**config.mk**
```make
export PLATFORM = sky130hd
export DESIGN_NAME = rllt_ctrl
export DESIGN_NICKNAME = d
export VERILOG_FILES = /design/src/rtl/rllt_pkg.sv /design/src/rtl/rllt_ctrl.sv
export SDC_FILE = /design/constraint.sdc
export NUM_CORES = 1
export LEC_CHECK = 0
export BUFFER_PORTS_ARGS = -buffer_cell sky130_fd_sc_hd__buf_4
export CORE_AREA = 3 3 40 42
export CTS_CLUSTER_SIZE = 10
export DETAILED_ROUTE_END_ITERATION = 6
export DIE_AREA = 0 0 43 45
export PLACE_DENSITY = 0.49
export SLEW_MARGIN = 20
export SYNTH_ARGS = -nofsm -noshare
export SYNTH_HDL_FRONTEND = slang
export SYNTH_SLANG_ARGS = --single-unit
export TNS_END_PERCENT = 10
```
**constraint.sdc**
```tcl
create_clock -name clk -period 3.5 [get_ports clk]
set_clock_uncertainty 0.1 [all_clocks]
set_input_delay 0.525 -clock clk [delete_from_list [all_inputs] [get_ports clk]]
set_output_delay 0.525 -clock clk [all_outputs]
set_load 0.03 [all_outputs]
```
**src/rtl/rllt_pkg.sv**
```systemverilog
package rllt_pkg;

	localparam int MAX_RUNS_DEF  = 256;
	localparam int LINE_BITS_DEF = 16;
	localparam int LEN_W         = 16;
	localparam int OFF_W         = 16;
	localparam int LINE_IN_W     = 16;
	localparam int LINE_OUT_W    = 16;
	localparam logic [LEN_W-1:0] RUN_LEN_MAX = '1;

	typedef enum logic {
		FN_APPEND = 1'b0,
		FN_LOOKUP = 1'b1
	} func_t;

	typedef enum logic [1:0] {
		ST_OK        = 2'd0,
		ST_FULL      = 2'd1,
		ST_NOT_FOUND = 2'd2
	} status_t;

	typedef struct packed {
		func_t                func;
		logic [LINE_IN_W-1:0] line_number;
		logic [OFF_W-1:0]     byte_offset;
	} req_t;

	typedef struct packed {
		status_t               status;
		logic [LINE_OUT_W-1:0] found_line;
	} rsp_t;

	typedef enum logic [2:0] {
		S_IDLE,
		S_APPEND,
		S_LK_FIRST,
		S_LK_WALK,
		S_RESULT
	} ctrl_state_t;

	typedef struct packed {
		logic load_in;
		logic append;
		logic lk_first;
		logic lk_step;
		logic push_out;
	} cmd_t;

	typedef struct packed {
		logic lookup;
		logic empty;
		logic hit;
		logic at_last;
	} sts_t;

endpackage

```
**src/rtl/rllt_ctrl.sv**
```systemverilog
module rllt_ctrl (
	input  logic                 clk,
	input  logic                 arst_n,
	input  logic                 req_valid,
	output logic                 req_ready,
	output logic                 rsp_valid,
	input  logic                 rsp_ready,
	input  rllt_pkg::sts_t       sts,
	output rllt_pkg::cmd_t       cmd,
	output rllt_pkg::ctrl_state_t state
);
	import rllt_pkg::*;

	ctrl_state_t state_q;
	ctrl_state_t state_d;
	logic        out_valid_q;

	always_ff @(posedge clk or negedge arst_n) begin
		if (!arst_n) begin
			state_q     <= S_IDLE;
			out_valid_q <= 1'b0;
		end else begin
			state_q <= state_d;
			if (cmd.push_out) begin
				out_valid_q <= 1'b1;
			end else if (rsp_ready) begin
				out_valid_q <= 1'b0;
			end
		end
	end

	always_comb begin
		state_d   = state_q;
		cmd       = '0;
		req_ready = 1'b0;
		case (state_q)
			S_IDLE: begin
				req_ready = 1'b1;
				if (req_valid) begin
					cmd.load_in = 1'b1;
					state_d     = sts.lookup ? S_LK_FIRST : S_APPEND;
				end
			end
			S_APPEND: begin
				cmd.append = 1'b1;
				state_d    = S_RESULT;
			end
			S_LK_FIRST: begin
				cmd.lk_first = 1'b1;
				state_d      = sts.empty ? S_RESULT : S_LK_WALK;
			end
			S_LK_WALK: begin
				cmd.lk_step = 1'b1;
				if (sts.hit || sts.at_last) begin
					state_d = S_RESULT;
				end
			end
			S_RESULT: begin
				if (!out_valid_q || rsp_ready) begin
					cmd.push_out = 1'b1;
					state_d      = S_IDLE;
				end
			end
			default: begin
				state_d = S_IDLE;
			end
		endcase
	end

	assign rsp_valid = out_valid_q;
	assign state     = state_q;

endmodule

```
# Word level (Yosys, flattened, before mapping)
# Index checks and enable logic that the tools add are counted.
dict set report totals {
  regBits 4
  input_bits 8
  out_inout_bits 10
  elab_cells 31
}
dict set report classes {
  n_eq_ne 7
  mux 16
  n_reduce_logical 6
}
# operator n
set ops {}
lappend ops {{3-bit case mux with 5 select lines} 1}
lappend ops {{3-bit two-way mux} 4}
lappend ops {{1-bit two-way mux} 10}
lappend ops {{3-bit by 2-bit == test with 1-bit output (second input constant)} 2}
lappend ops {{2-bit inequality test (second input constant)} 3}
lappend ops {{3-bit by 1-bit == test with 1-bit output (second input constant)} 1}
lappend ops {{3-bit == test (second input constant)} 1}
lappend ops {{3-bit logical NOT} 1}
lappend ops {{3-bit AND reduction} 1}
lappend ops {{1-bit logical OR} 2}
lappend ops {{2-bit two-way mux} 1}
lappend ops {{2-bit nonzero test} 1}
lappend ops {{1-bit logical NOT} 1}

# Logic depth before layout (Yosys ltp)
dict set report depth {
  depth_word 5
  depth_mapped 4
  mapped_depth_nobuf 3
}

# Least setup slack after synthesis
# OpenSTA, ideal clock, no wires.
dict set report synth_timing {
  kind {reg-to-output}
  startpoint {register state_q[1] (netlist: state[1])}
  endpoint {output cmd[4] (netlist bit)}
  t_arrival_ns 1.820
  t_required_ns 2.875
  path_slack_ns 1.055
  stages_incl_launch_ff 4
  n_path_buf 1
  path_cell_list {dfrtp_1 > buf_4 > nor3_1 > and2_1}
}
# element line_no
set synth_lines {}
lappend synth_lines {{start, declared} rllt_ctrl.sv:14} ;# ctrl_state_t state_q;
lappend synth_lines {{start signal, assigned} rllt_ctrl.sv:23} ;# state_q <= state_d;
lappend synth_lines {{end, declared} rllt_ctrl.sv:9} ;# output rllt_pkg::cmd_t cmd,

==> impl_metrics.csv <==
group,metric,value,unit
drt,avgViaCountPerCell,4.429,
placed_design,globalplace.congestion,0.6808,
placed_design,place_area,411.6,sq um
final_layout,drive_gt1_share,52.08,%
drt,ant_nets,0,
sta,fmax,0.5117,GHz
drt,drt_iter0_drc,3,
sta,final_hold_viol_count,0,
sta,hold_ws,450.6,ps
min_path,hp-class,"flop to flop",
setup_path,critPathKind,"flop to primary output",
clock_network,cts-resized-gates,0,
global_route,grt_pass1_vias,272,
logic_synthesis,synth_top_family_by_area,"simple AND/OR/NAND/NOR gates",
logic_synthesis,syn_inst,30,
drt,drc,0,
run,cap_violations,0,
power_and_ir_drop,power_frac_comb,61.3,%
clock_network,root_buffer,"clkbuf_4",
logic_synthesis,async_flop_share,100.0,%
logic_synthesis,synthTopCellsByCount,"4 x dfrtp_1, 3 x nand2_1, 2 x inv_1, 2 x nor2_1, 2 x nor3b_1",
clock_network,worstSkewPairLatency,230,ps
power_and_ir_drop,pwr_density_cell,977.6,nW/um^2
power_and_ir_drop,irDropWorstVdd,0.2632,mV
sta,max_slew.worst_pin.slew,368.1,ps
sta,rsz0062_at_grt,"false",
logic_synthesis,ys_seq_area_share,34.63,%
logic_synthesis,yosysUniqueCellTypes,22,
logic_synthesis,syn_area,289.0,sq um
logic_synthesis,synth_top_area_share,34.63,%
power_and_ir_drop,p_int,0.0002167,W
setup_path,worstSetupStartpointType,"flop",
drt,routedWlPerCell,11.14,um
setup_path,end_kind,"primary output",
final_layout,fin_cells,63,
logic_synthesis,yosys_warnings,0,
clock_network,cts_tree,"done",
logic_synthesis,yosys.area_share.simple,31.17,%
logic_synthesis,synthMostInstantiatedCell,"dfrtp_1",
setup_path,cp_max_fo,10,
logic_synthesis,synth_xor_area_share,0,%
die,io_pins,18,
logic_synthesis,synthFlopType,"dfrtp_1",
logic_synthesis,yosys-top-cells-area,"dfrtp_1 35%, nand3b_4 6.9%, nor3b_1 5.2%, a22oi_2 4.3%, buf_6 3.9%",
die,design.core.area,1285,sq um
drt,drtPass1Iterations,2,
global_route,grt_start_max_net_pins,12,
placed_design,numPlacedInstances,59,
power_and_ir_drop,swShare,50.10,%
drt,vias,279,
power_and_ir_drop,power.total,0.0004342,W
placed_design,io_buffer_count,17,
power_and_ir_drop,power.share.clock,12.7,%
sta,max_slew_margin,75.46,%
die,die_x,43,um
die,die-height,45,um
die,dieArea,1935,sq um
clock_network,h-tree-depth,1,
clock_network,cts_made_buffers,3,
clock_network,clk_pin_slew,40,ps
logic_synthesis,synthAdderAreaFrac,0,%
power_and_ir_drop,pwr-share-seq,26.0,%
logic_synthesis,ys_seq_elements,4,
die,start_util,22.49,%
sta,finalSetupTns,0,ps
global_route,grt_first_pass_wirelength,1110,um
logic_synthesis,synth_fp_nets,38,
clock_network,cts_buffer_depth,2,
sta,fin_crit_sh,55.84,%
clock_network,post_cts_buffers,0,
drt,wl,702,um
global_route,overflow,0,
logic_synthesis,synth_mux_area_share,7.359,%
clock_network,cts_sinks,4,
power_and_ir_drop,p_leak,0.2446,nW
logic_synthesis,synth_area_per_cell,9.634,sq um
final_layout,antennaDiodeCount,0,
final_layout,nets,58,
setup_path,required,2870,ps
placed_design,hpwlAfterDp,562.8,um
logic_synthesis,synth_compound_area_share,16.02,%
die,row_count,13,
status,run_status,"completed",
logic_synthesis,synth_top_area_cell,"dfrtp_1",
setup_path,arrival,1330,ps
logic_synthesis,synth_edf_count,0,
sta,layout_min_cycle_time,1954,ps
clock_network,holdBufCountCts,1,
global_route,grt_util_all_layers,7.943,%
sta,slew_viol_final,0,
final_layout,final_area,444.2,sq um
power_and_ir_drop,p_switching,0.0002175,W
final_layout,synthToLayoutAreaGrowth,53.68,%
sta,finalSetupViolations,0,
global_route,antenna_found_initial,0,
[critical path, cell delays in order (launching register included)]
cell and delay [ps]:
dfrtp_1 490, nor2_1 250, and3_2 200, buf_4 150
[placed cells by master (no fill, tap or decap), drive strengths merged, types with 2 or more instances in the layout]
| cell | Yosys | final |
|---|---|---|
| inv | 2 | 2 |
| nor2 | 2 | 2 |
| nand2 | 3 | 3 |
| clkbuf | 1 | 3 |
| dfrtp | 4 | 4 |
| buf | 2 | 17 |
| nor3b | 2 | 2 |
[power groups by stage]
| stage | clock network, W | logic (W) | registers [W] |
|---|---|---|---|
| after floorplan | 0 | 0.000182 | 0.000118 |
| after global placement | 0 | 0.000268 | 0.000113 |
| after detailed placement | 0 | 0.000269 | 0.000114 |
| after CTS | 0.0000584 | 0.000270 | 0.000113 |
| after global routing | 0.0000584 | 0.000282 | 0.000122 |
| final | 0.0000551 | 0.000266 | 0.000113 |
[flip-flops by register name (all words and copies together), names as in the netlist]
register / cells
rsp_valid: 1
state: 3
[layout make-up]
class / instances / area, sq um
Inverter: 2 / 7.507
Tap cell: 15 / 18.77
Timing Repair Buffer: 18 / 137.6
Clock buffer: 3 / 22.52
Fill cell: 147 / 840.8
Multi-Input combinational cell: 21 / 157.7
Sequential cell: 4 / 100.1
[cells by family after synthesis]
group	count (synthesis)
buf+inv	5
mux	2
simple gates	13
flops	4
compound gates	6
[stage by stage]
| step | util, % | setup WS (ps) |
|---|---|---|
| finish | 34.57 | 1546 |
| global placement | 32.04 | 1706 |
| global route | 34.57 | 1471 |
| detailed placement | 32.04 | 1697 |
| floorplan | - | 1055 |
| CTS | 34.57 | 1535 |
[path summary, 6_finish.rpt]
check | from | endpoint | slack (ps) | cells after the start
worst max-delay path | state[1]$_DFFE_PN0P_ | cmd[0] | 1550 | 3
worst min-delay path | rsp_valid$_DFFE_PN0P_ | rsp_valid$_DFFE_PN0P_ | 450 | 2
worst max register to register | state[2]$_DFFE_PN0P_ | state[2]$_DFFE_PN0P_ | 2050 | 3
worst min register to register | rsp_valid$_DFFE_PN0P_ | rsp_valid$_DFFE_PN0P_ | 450 | 2
max in group asynchronous | arst_n | rsp_valid$_DFFE_PN0P_ | 2680 | 2
min in group asynchronous | arst_n | state[1]$_DFFE_PN0P_ | 530 | 2
[routing by layer]
layer / part of all wire (%) / vias to the layer above / routed length (um) / GRT usage, %
met5: 0 / - / 0 / 0
met4: 0 / 0 / 0 / 9.036
met3: 4.6 / 0 / 32 / 0
met2: 53 / 7 / 375 / 14.07
met1: 42 / 132 / 294 / 8.049
li1: - / 140 / - / -
Note: power is estimated with default switching activity, not from simulation.
